--- config.mk ---
export PLATFORM = sky130hd
export DESIGN_NAME = sha256_stream_hasher
export DESIGN_NICKNAME = d
export VERILOG_FILES = /design/src/hw/rtl/sha_pkg.sv /design/src/hw/rtl/sha_front.sv /design/src/hw/rtl/sha_back.sv /design/src/hw/rtl/sha256_stream_hasher.sv
export SDC_FILE = /design/constraint.sdc
export NUM_CORES = 2
export LEC_CHECK = 0
export BUFFER_PORTS_ARGS = -buffer_cell sky130_fd_sc_hd__buf_2
export CAP_MARGIN = 20
export CORE_UTILIZATION = 56
export CTS_CLUSTER_SIZE = 24
export DETAILED_ROUTE_END_ITERATION = 6
export GPL_TIMING_DRIVEN = 0
export PLACE_DENSITY = 0.72
export SLEW_MARGIN = 20
export SYNTH_ARGS = -nofsm -noshare
export SYNTH_HDL_FRONTEND = slang
export SYNTH_SLANG_ARGS = --single-unit
--- constraint.sdc ---
create_clock -name clk -period 10.9 [get_ports clk]
set_input_delay 0 -clock clk [delete_from_list [all_inputs] [get_ports clk]]
set_output_delay 0 -clock clk [all_outputs]
set_load 0.01 [all_outputs]
--- src/hw/rtl/sha_pkg.sv ---
`timescale 1ns / 1ps

package sha_pkg;

    localparam int QueueDepth = 4;

    typedef struct packed {
        logic [7:0] data_byte;
        logic       has_byte;
        logic       msg_end;
    } sha_cmd_t;

    localparam logic [31:0] ROUND_K [64] = '{
        32'h428A2F98, 32'h71374491, 32'hB5C0FBCF, 32'hE9B5DBA5,
        32'h3956C25B, 32'h59F111F1, 32'h923F82A4, 32'hAB1C5ED5,
        32'hD807AA98, 32'h12835B01, 32'h243185BE, 32'h550C7DC3,
        32'h72BE5D74, 32'h80DEB1FE, 32'h9BDC06A7, 32'hC19BF174,
        32'hE49B69C1, 32'hEFBE4786, 32'h0FC19DC6, 32'h240CA1CC,
        32'h2DE92C6F, 32'h4A7484AA, 32'h5CB0A9DC, 32'h76F988DA,
        32'h983E5152, 32'hA831C66D, 32'hB00327C8, 32'hBF597FC7,
        32'hC6E00BF3, 32'hD5A79147, 32'h06CA6351, 32'h14292967,
        32'h27B70A85, 32'h2E1B2138, 32'h4D2C6DFC, 32'h53380D13,
        32'h650A7354, 32'h766A0ABB, 32'h81C2C92E, 32'h92722C85,
        32'hA2BFE8A1, 32'hA81A664B, 32'hC24B8B70, 32'hC76C51A3,
        32'hD192E819, 32'hD6990624, 32'hF40E3585, 32'h106AA070,
        32'h19A4C116, 32'h1E376C08, 32'h2748774C, 32'h34B0BCB5,
        32'h391C0CB3, 32'h4ED8AA4A, 32'h5B9CCA4F, 32'h682E6FF3,
        32'h748F82EE, 32'h78A5636F, 32'h84C87814, 32'h8CC70208,
        32'h90BEFFFA, 32'hA4506CEB, 32'hBEF9A3F7, 32'hC67178F2
    };

    localparam logic [31:0] INIT_H [8] = '{
        32'h6A09E667, 32'hBB67AE85, 32'h3C6EF372, 32'hA54FF53A,
        32'h510E527F, 32'h9B05688C, 32'h1F83D9AB, 32'h5BE0CD19
    };

    localparam logic [7:0] PAD_BYTE = 8'h80;
    localparam logic [5:0] LEN_POS  = 6'd56;

    function automatic logic [31:0] ror(input logic [31:0] x, input int n);
        ror = (x >> n) | (x << (32 - n));
    endfunction

endpackage

--- src/hw/rtl/sha_front.sv ---
`timescale 1ns / 1ps

module sha_front #(
    parameter int DEPTH = sha_pkg::QueueDepth
) (
    input  logic              clk,
    input  logic              rst_n,
    input  logic              in_valid,
    output logic              in_ready,
    input  sha_pkg::sha_cmd_t in_cmd,
    output logic              q_valid,
    input  logic              q_ready,
    output sha_pkg::sha_cmd_t q_cmd
);
    import sha_pkg::*;

    localparam int AW = (DEPTH > 1) ? $clog2(DEPTH) : 1;

    sha_cmd_t        mem [DEPTH];
    logic [AW-1:0]   wr_reg, rd_reg;
    logic [AW:0]     cnt_reg;
    logic            push, pop;

    // items with neither byte nor end are dropped here
    assign in_ready = (cnt_reg != (AW+1)'(DEPTH));
    assign push     = in_valid && in_ready && (in_cmd.has_byte || in_cmd.msg_end);
    assign q_valid  = (cnt_reg != '0);
    assign pop      = q_valid && q_ready;
    assign q_cmd    = mem[rd_reg];

    always_ff @(posedge clk)
    begin
        if (push)
        begin
            mem[wr_reg] <= in_cmd;
        end
    end

    always_ff @(posedge clk or negedge rst_n)
    begin
        if (!rst_n)
        begin
            wr_reg  <= '0;
            rd_reg  <= '0;
            cnt_reg <= '0;
        end
        else
        begin
            if (push)
            begin
                wr_reg <= (wr_reg == AW'(DEPTH - 1)) ? '0 : wr_reg + AW'(1);
            end
            if (pop)
            begin
                rd_reg <= (rd_reg == AW'(DEPTH - 1)) ? '0 : rd_reg + AW'(1);
            end
            cnt_reg <= cnt_reg + (AW+1)'(push) - (AW+1)'(pop);
        end
    end

endmodule

--- src/hw/rtl/sha_back.sv ---
`timescale 1ns / 1ps

module sha_back (
    input  logic              clk,
    input  logic              rst_n,
    input  logic              q_valid,
    output logic              q_ready,
    input  sha_pkg::sha_cmd_t q_cmd,
    output logic              out_valid,
    input  logic              out_ready,
    output logic [63:0]       out_word,
    output logic [1:0]        out_index,
    output logic              out_last
);
    import sha_pkg::*;

    typedef enum logic [4:0] {
        ST_TAKE  = 5'b00001,
        ST_ROUND = 5'b00010,
        ST_ADD   = 5'b00100,
        ST_PAD   = 5'b01000,
        ST_OUT   = 5'b10000
    } state_t;

    state_t        state_reg, state_next;
    logic [31:0]   h_reg [8];
    logic [31:0]   v_reg [8];
    logic [31:0]   w_reg [16];
    logic [5:0]    fill_reg;
    logic [63:0]   bits_reg;
    logic [63:0]   len_reg;
    logic [5:0]    rnd_reg;
    logic          closing_reg;
    logic [1:0]    oidx_reg;
    logic [7:0]    wbyte;
    logic          wen;
    logic [31:0]   t1, t2, s0, s1, wnew;
    logic          pad_first_reg;
    logic          spill_reg;
    logic          spill;

    // pad byte at position 56 or later: this block gets zeros, the length goes in the next one
    assign spill = spill_reg || (pad_first_reg && fill_reg >= LEN_POS);

    // the byte to write into the block this cycle
    always_comb
    begin
        wen   = 1'b0;
        wbyte = 8'h00;
        case (state_reg)
            ST_TAKE:
            begin
                wen   = q_valid && q_cmd.has_byte;
                wbyte = q_cmd.data_byte;
            end
            ST_PAD:
            begin
                wen = 1'b1;
                if (fill_reg >= LEN_POS && !spill)
                begin
                    wbyte = len_reg[8'(63 - 8 * (fill_reg - LEN_POS)) -: 8];
                end
                else
                begin
                    wbyte = 8'h00;
                end
            end
            default:
            begin
                wen = 1'b0;
            end
        endcase
    end

    assign q_ready = (state_reg == ST_TAKE);

    assign s0 = ror(w_reg[1], 7) ^ ror(w_reg[1], 18) ^ (w_reg[1] >> 3);
    assign s1 = ror(w_reg[14], 17) ^ ror(w_reg[14], 19) ^ (w_reg[14] >> 10);
    assign wnew = s1 + w_reg[9] + s0 + w_reg[0];
    assign t1 = v_reg[7] + (ror(v_reg[4], 6) ^ ror(v_reg[4], 11) ^ ror(v_reg[4], 25))
              + ((v_reg[4] & v_reg[5]) ^ (~v_reg[4] & v_reg[6])) + ROUND_K[rnd_reg]
              + w_reg[0];
    assign t2 = (ror(v_reg[0], 2) ^ ror(v_reg[0], 13) ^ ror(v_reg[0], 22))
              + ((v_reg[0] & v_reg[1]) ^ (v_reg[0] & v_reg[2]) ^ (v_reg[1] & v_reg[2]));

    always_comb
    begin
        state_next = state_reg;
        case (state_reg)
            ST_TAKE:
            begin
                if (q_valid)
                begin
                    if (q_cmd.has_byte && fill_reg == 6'd63)
                    begin
                        state_next = ST_ROUND;
                    end
                    else if (q_cmd.msg_end)
                    begin
                        state_next = ST_PAD;
                    end
                end
            end
            ST_ROUND:
            begin
                if (rnd_reg == 6'd63)
                begin
                    state_next = ST_ADD;
                end
            end
            ST_ADD:
            begin
                if (!closing_reg)
                begin
                    state_next = ST_TAKE;
                end
                else if (fill_reg == 6'd0 && len_reg[0] == 1'b1)
                begin
                    state_next = ST_OUT;
                end
                else
                begin
                    state_next = ST_PAD;
                end
            end
            ST_PAD:
            begin
                if (fill_reg == 6'd63)
                begin
                    state_next = ST_ROUND;
                end
            end
            ST_OUT:
            begin
                if (out_ready && oidx_reg == 2'd3)
                begin
                    state_next = ST_TAKE;
                end
            end
            default:
            begin
                state_next = ST_TAKE;
            end
        endcase
    end

    // len_reg[0] marks that the length bytes went out (bit lengths are multiples of 8)
    always_ff @(posedge clk or negedge rst_n)
    begin
        if (!rst_n)
        begin
            state_reg   <= ST_TAKE;
            fill_reg    <= '0;
            bits_reg    <= '0;
            len_reg     <= '0;
            rnd_reg     <= '0;
            closing_reg <= 1'b0;
            oidx_reg    <= '0;
            spill_reg   <= 1'b0;
            for (int i = 0; i < 8; i++)
            begin
                h_reg[i] <= INIT_H[i];
            end
        end
        else
        begin
            state_reg <= state_next;
            case (state_reg)
                ST_TAKE:
                begin
                    if (q_valid)
                    begin
                        if (q_cmd.has_byte)
                        begin
                            fill_reg <= fill_reg + 6'd1;
                        end
                        if (q_cmd.msg_end)
                        begin
                            closing_reg <= 1'b1;
                            len_reg     <= bits_reg + (q_cmd.has_byte ? 64'd8 : 64'd0);
                            if (!(q_cmd.has_byte && fill_reg == 6'd63))
                            begin
                                fill_reg <= fill_reg + 6'(q_cmd.has_byte);
                            end
                        end
                        else if (q_cmd.has_byte)
                        begin
                            bits_reg <= bits_reg + 64'd8;
                        end
                    end
                    rnd_reg <= '0;
                    for (int i = 0; i < 8; i++)
                    begin
                        v_reg[i] <= h_reg[i];
                    end
                end
                ST_ROUND:
                begin
                    rnd_reg  <= rnd_reg + 6'd1;
                    v_reg[7] <= v_reg[6];
                    v_reg[6] <= v_reg[5];
                    v_reg[5] <= v_reg[4];
                    v_reg[4] <= v_reg[3] + t1;
                    v_reg[3] <= v_reg[2];
                    v_reg[2] <= v_reg[1];
                    v_reg[1] <= v_reg[0];
                    v_reg[0] <= t1 + t2;
                end
                ST_ADD:
                begin
                    for (int i = 0; i < 8; i++)
                    begin
                        h_reg[i] <= h_reg[i] + v_reg[i];
                        v_reg[i] <= h_reg[i] + v_reg[i];
                    end
                    rnd_reg   <= '0;
                    spill_reg <= 1'b0;
                end
                ST_PAD:
                begin
                    fill_reg  <= fill_reg + 6'd1;
                    spill_reg <= spill;
                    if (fill_reg == 6'd63 && !spill)
                    begin
                        len_reg[0] <= 1'b1;
                    end
                end
                ST_OUT:
                begin
                    if (out_ready)
                    begin
                        oidx_reg <= oidx_reg + 2'd1;
                        if (oidx_reg == 2'd3)
                        begin
                            closing_reg <= 1'b0;
                            bits_reg    <= '0;
                            fill_reg    <= '0;
                            for (int i = 0; i < 8; i++)
                            begin
                                h_reg[i] <= INIT_H[i];
                            end
                        end
                    end
                end
                default:
                begin
                    rnd_reg <= '0;
                end
            endcase
        end
    end

    // pad byte goes in at the first pad cycle of a message
    always_ff @(posedge clk or negedge rst_n)
    begin
        if (!rst_n)
        begin
            pad_first_reg <= 1'b0;
        end
        else if (state_reg == ST_TAKE && q_valid && q_cmd.msg_end)
        begin
            pad_first_reg <= 1'b1;
        end
        else if (state_reg == ST_PAD)
        begin
            pad_first_reg <= 1'b0;
        end
    end

    // message schedule as a 16-word window, shifted once per round
    always_ff @(posedge clk)
    begin
        if (wen)
        begin
            case (fill_reg[1:0])
                2'd0:    w_reg[fill_reg[5:2]][31:24] <= (state_reg == ST_PAD && pad_first_reg)
                                                        ? PAD_BYTE : wbyte;
                2'd1:    w_reg[fill_reg[5:2]][23:16] <= (state_reg == ST_PAD && pad_first_reg)
                                                        ? PAD_BYTE : wbyte;
                2'd2:    w_reg[fill_reg[5:2]][15:8]  <= (state_reg == ST_PAD && pad_first_reg)
                                                        ? PAD_BYTE : wbyte;
                default: w_reg[fill_reg[5:2]][7:0]   <= (state_reg == ST_PAD && pad_first_reg)
                                                        ? PAD_BYTE : wbyte;
            endcase
        end
        else if (state_reg == ST_ROUND)
        begin
            for (int i = 0; i < 15; i++)
            begin
                w_reg[i] <= w_reg[i + 1];
            end
            w_reg[15] <= wnew;
        end
    end

    assign out_valid = (state_reg == ST_OUT);
    assign out_index = oidx_reg;
    assign out_last  = (oidx_reg == 2'd3);
    assign out_word  = {h_reg[{oidx_reg, 1'b0}], h_reg[{oidx_reg, 1'b1}]};

endmodule

--- src/hw/rtl/sha256_stream_hasher.sv ---
`timescale 1ns / 1ps

// sha-256 over a byte stream
// s_axis: one message byte per word; tdata = data_byte, tuser = {msg_end, has_byte}
// a word with msg_end closes the message (with or without a byte of its own)
// m_axis: four 64-bit digest words, big-endian, tuser = word index, tlast on the fourth
// a small queue in front takes bytes while a block compresses
// each byte is written into the block while the back end waits for input; every 64th byte starts 64 rounds
// and one add step, all on the single round unit
// closing a message adds padding and up to two compressions,
// then the digest words leave one per cycle as m_axis_tready allows
// while m_axis is stalled the digest holds and no new byte is processed,
// the queue fills and then s_axis_tready drops
// reset loads the initial vector and empties the queue and block
module sha256_stream_hasher #(
    parameter int QUEUE_DEPTH = sha_pkg::QueueDepth
) (
    input  logic        clk,
    input  logic        rst_n,
    input  logic        s_axis_tvalid,
    output logic        s_axis_tready,
    input  logic [7:0]  s_axis_tdata,   // [7:0] data_byte
    input  logic [1:0]  s_axis_tuser,   // [0] has_byte, [1] msg_end
    output logic        m_axis_tvalid,
    input  logic        m_axis_tready,
    output logic [63:0] m_axis_tdata,   // [63:0] digest_word
    output logic [1:0]  m_axis_tuser,   // [1:0] word_index
    output logic        m_axis_tlast
);
    import sha_pkg::*;

    sha_cmd_t in_cmd, q_cmd;
    logic     q_valid, q_ready;

    assign in_cmd.data_byte = s_axis_tdata;
    assign in_cmd.has_byte  = s_axis_tuser[0];
    assign in_cmd.msg_end   = s_axis_tuser[1];

    sha_front #(.DEPTH(QUEUE_DEPTH)) u_front (
        .clk      (clk),
        .rst_n    (rst_n),
        .in_valid (s_axis_tvalid),
        .in_ready (s_axis_tready),
        .in_cmd   (in_cmd),
        .q_valid  (q_valid),
        .q_ready  (q_ready),
        .q_cmd    (q_cmd)
    );

    sha_back u_back (
        .clk       (clk),
        .rst_n     (rst_n),
        .q_valid   (q_valid),
        .q_ready   (q_ready),
        .q_cmd     (q_cmd),
        .out_valid (m_axis_tvalid),
        .out_ready (m_axis_tready),
        .out_word  (m_axis_tdata),
        .out_index (m_axis_tuser),
        .out_last  (m_axis_tlast)
    );

endmodule
==> Yosys cells after proc, flatten, opt, wreduce, memory -nomap -nowiden <==
Memory sizes are Yosys's and may differ from the RTL's.
Index checks and enable logic that the tools add are counted.
{ "word_totals": {"output_inout_bits": 69, "mem_bits_rw": 808, "romBits": 2048, "word_cells": 262, "inputBits": 14, "ff_bits": 413, "mem_count": 4} }
{ "mem_list": {"columns": ["name", "words", "word_bits", "rd", "rd_clocked_by_memory_dff", "write_ports", "line", "source"], "rows": [
  ["(no name shown)", 64, 32, 1, 0, 0, "sha_back.sv:81", "+ ((v_reg[4] & v_reg[5]) ^ (~v_reg[4] & v_reg[6])) + ROUND_K[rnd_reg]"],
  ["u_back.w_reg", 16, 32, 16, 0, 16, "sha_back.sv:28", "logic [31:0] w_reg [16];"],
  ["u_back.v_reg", 8, 32, 8, 0, 8, "sha_back.sv:27", "logic [31:0] v_reg [8];"],
  ["u_front.mem", 4, 10, 1, 0, 1, "sha_front.sv:19", "sha_cmd_t mem [DEPTH];"]
]} }
{ "op_classes": {"muxes": 94, "n_lt_le_gt_ge": 4, "bitwise": 46, "n_eq_ne": 24, "add_sub_neg": 30, "reduce_logical": 38, "n_shift": 1} }
{ "op_table": {"columns": ["op", "count"], "rows": [
  ["$mux 32", 23],
  ["$add 32x32->32", 18],
  ["$mux 256", 2],
  ["$pmux 256 s2", 1],
  ["$mux 64", 5],
  ["$xor 32x32->32", 9],
  ["$bmux 32 s3", 2],
  ["$and 32x32->32", 5],
  ["$pmux 64 s2", 1],
  ["$shiftx 71x9->8", 1],
  ["$add 64x4->64", 1],
  ["$add 64x4->64 const B", 1],
  ["$mux 5", 8],
  ["$mux 6", 6],
  ["$not 32->32", 1],
  ["$or 10x32->32", 1],
  ["$or 13x32->32", 1],
  ["$or 14x32->32", 1],
  ["$or 15x32->32", 1],
  ["$or 19x32->32", 1],
  ["$or 21x32->32", 1],
  ["$or 25x32->32", 1],
  ["$or 26x32->32", 1],
  ["$or 30x32->32", 1],
  ["52 further kinds", 144]
]} }

==> Logic depth before layout (Yosys ltp) <==
An unclocked memory read counts as a cell.
{ "depth": {"ltp_word": 11, "ltp_mapped": 42, "ltp_nobuf": 40} }

==> Modules after synthesis <==
From an unflattened synthesis, not the netlist that was laid out.
{ "unflattened": {"hier_cells": 7852, "area_unflattened_um2": 80726.2} }
{ "modules_own_cells": {"columns": ["module", "area_per_inst_um2", "n_inst", "seq_area_each_um2", "cells_each"], "rows": [
  ["sha_back", 78828.1, 1, 33268.2, 7760],
  ["sha_front", 1898.1, 1, 1376.3, 92]
]} }

==> Worst setup path after synthesis <==
Ideal clock, no wire load.
{ "synth_timing": {"kind": "reg-to-reg", "start": "reg u_back.rnd_reg[0]", "end": "mem u_back.v_reg[0][31] (data pin)", "t_required_ps": 10754, "path_stages_with_launch": 42, "setup_slack_ps": 1518, "period_less_slack_ps": 9382, "path_buffers": 2, "t_arrival_ps": 9236, "cell_sequence": "dfrtp_1 > clkbuf_1 > clkinv_1 > ha_1 > clkbuf_1 > nand2_1 > nand2_1 > o21ai_0 > o32ai_1 > a2111oi_0 > a21oi_1 > fa_1 > inv_1 > fa_1 > fa_1 > inv_1 > ha_1 > a21o_1 > (+6 left out) > a21o_1 > a21o_1 > a21o_1 > xnor2_1 > fa_1 > inv_1 > ha_1 > a21o_1 > a221o_1 > a21oi_1 > nand3_1 > o21ai_0 > o21ai_1 > a21o_1 > a221o_1 > a21oi_1 > xnor3_1 > a21oi_1"} }
{ "synth_lines": {"columns": ["item", "line", "source"], "rows": [
  ["start, declared", "sha_back.sv:32", "logic [5:0] rnd_reg;"],
  ["start signal, assigned", "sha_back.sv:199", "rnd_reg <= rnd_reg + 6'd1;"],
  ["end, declared", "sha_back.sv:27", null]
]} }

==> out/results.ini <==
[critical_path]
slowest_stage = fa_1
worstSetupPathType = register to register
reg2reg_slack_ns = 0.16
cpPeakStageDelay_ns = 0.57
timing.rr.start = u_back.rnd_reg[0]
worstPathArrival_ns = 11.41
cp_common_cell = a21o_1
end_kind = register
critical_path.reg2reg.endpoint = u_back.v_reg[0][31]
startpoint = u_back.rnd_reg[0]
endpoint = u_back.v_reg[0][31]
ff2ff_path_depth = 39
worstPathMaxFanout = 13
crit_required_ns = 11.57
worstSetupStartpointType = register

[clock_network]
clockBufferDepth = 3
clk_pin_slew_ns = 0.07
cts_tree = yes
htree_levels = 4
cts_made_buffers = 139
clock_latency_ns = 0.83
cts_sinks = 1216
cts_root_buf = clkbuf_16

[logic_synthesis]
avgSynthCellArea_um2 = 10.2
synth.area.mux_share_pct = 3.43
synth.top_cell.area_share_pct = 30.0
synth.most_common_cell = edfxtp_1
synth-simple-area-share_pct = 9.88
syn_nets = 8528
synth_top_cell_by_area = edfxtp_1
synth_compound_area_share_pct = 20.9
synth_xor_xnor_area_share_pct = 7.54
yosys_register_bits = 1216
synth_flop_cell = edfxtp_1
synthArstFlopShare_pct = 33.6
synthDistinctLibCells = 100
yosysWarnings = 0
synth_fa_ha_area_share_pct = 11.5
synth_top_family_by_area = compound AO/OA/AOI/OAI gates
synth.cell_area_um2 = 80800
synthTopCellsByArea = edfxtp_1 30%, dfrtp_1 8.4%, a21o_1 6.5%, ha_1 6.4%, fa_1 4.9%
synth_common_cells = 808 x edfxtp_1, 714 x o21ai_0, 699 x a21o_1, 697 x nand2_1, 464 x a21oi_1
synth_cells = 7906
yosysSeqAreaShare_pct = 42.9
synth_edf_count = 808

[route]
wire_per_inst_um = 34.5
drc_errors = 0
topRoutingLayerUsed = met5
viasPerCell = 6.91
drt_iter0_markers = 10800
met3RoutedLength_mm = 53.6
wirelength_mm = 353
drtAntennaViolNets = 0
wl_met2_mm = 145
drt-met1-wl_mm = 125
vias = 70700
firstDrtPassIters = 7

[floorplanning]
rows = 139
boundaryPins = 83
dieArea_um2 = 146000
initial_core_util_pct = 56.3
die_x_um = 382
die-height_um = 382
core_region_area_um2 = 143000

[sta]
maxSlewViolCount = 0
post-route-period-util_pct = 98.6
final-hold-violation-count = 0
max_freq_mhz = 93.1
worst_slew_margin_rel_pct = 12.2
finalSetupViolCount = 0
worst_slew_pin_slew_ns = 1.32
period_minus_slack_ns = 10.74
clock_skew_ns = 0.0698

[global_routing]
gr-total-overflow = 0
grt_pass1_vias = 67300
antenna_found_initial = 32
grt_max_degree = 86
grtUsageTotal_pct = 47.8
grt_pass1_wl_mm = 489

[cells_and_area]
largest_reg_flops = 512
fin_nets = 8816
synthToLayoutAreaGrowth_pct = 11.0
layout-drive-gt1-share_pct = 9.27
final_cells = 10200
fillers = 11700

[placed_design]
gp_congestion = 1.10
hpwl_mm = 271
placed_cells = 9921
io_buffers = 82

[flow_run]
max-cap-violations = 0

[worst_hold_path]
hp-class = input port to asynchronous set/reset pin

[outcome]
status = finished, final reports clean

-- per-layer routing --
metal | track usage, % | up-vias
met5 | 0 | -
met4 | 33.3 | 22
met3 | 18.6 | 1207
met2 | 66.7 | 5585
met1 | 60.7 | 34500
li1 | - | 29400
-- layout by cell type, fill, tap and decap left out, drive strengths merged, types with 298 or more instances in the layout --
master / Yosys / routed
a21o: 699 / 699
a21oi: 467 / 467
clkbuf: 457 / 650
edfxtp: 808 / 808
ha: 412 / 412
inv: 351 / 354
nand2: 698 / 698
nor2: 440 / 440
o21ai: 738 / 738
xnor2: 395 / 395
xor2: 298 / 298
-- what timing repair did --
item / CTS / global route
setup buffers: 3 / 6
hold buffers: 24 / 0
pin swaps: 1 / 5
resized for setup: 42 / 41
hold endpoints to repair: 197 / 0
endpoints found under the setup margin: 30 / 7
-- critical path, delay by kind of cell, from the launching register on --
kind            cells  cell delay (ns)
buf+inv             6             0.76
flops               1             0.46
fa+ha+maj           7             3.10
compound gates     20             4.60
xor+xnor            2             0.62
simple gates        4             1.05
-- area by class of cell --
cell class	instances	area, um2	area share, %
diodes	22	55.1	0.0613
plain buffers	478	1910	2.12
multi-input cells	5855	43300	48.3
well taps	1903	2380	2.65
clock buffers	191	3800	4.24
flip-flops and latches	1216	34600	38.6
clock inverters	64	935	1.04
repair buffers	151	1330	1.49
inverters	353	1330	1.49
-- stage by stage --
stage	setup WS, ns	util, %	setup TNS (ns)	hold WS (ns)	area, um2
2_1_floorplan	1.52	-	0	-0.296	80800
3_3_place_gp	-6.03	58.3	-1435.22	0.213	83600
3_5_place_dp	-1.68	58.7	-19.18	0.0563	84300
4_1_cts	0.0132	62.4	0	0.0425	89500
5_1_grt	-0.0261	62.5	-0.0261	0.0824	89700
6_report	0.158	62.5	0	0.0562	89700
-- worst min-delay path by stage --
| stage | start | to | cells past startpoint | slack, ns |
|---|---|---|---|---|
| final | rst_n | u_back.h_reg[225] | 2 | 0.06 |
| after global routing | rst_n | u_back.h_reg[226] | 2 | 0.08 |
| after CTS | rst_n | u_back.h_reg[129] | 2 | 0.04 |
| after detailed placement | rst_n | u_back.h_reg[227] | 1 | 0.06 |
| after global placement | s_axis_tdata[6] | u_front.mem[1][8] | 1 | 0.21 |
| after floorplan | rst_n | u_back.bits_reg[10] | 0 | -0.30 |
-- kinds of logic (layout without fill, tap and decap cells) --
logic type / count (synthesis) / count (layout)
AOI/OAI and AO/OA: 2615 / 2615
and+or+nand+nor: 1762 / 1762
DFF: 1216 / 1216
buffers and inverters: 835 / 1237
xor gates and xnor gates: 694 / 694
adders and majority gates: 629 / 629
muxes: 155 / 155
other: 0 / 22
Power is left out: the tool's default activity adds up to more than one toggle a clock period on the data nets, which glitch-free logic cannot reach.
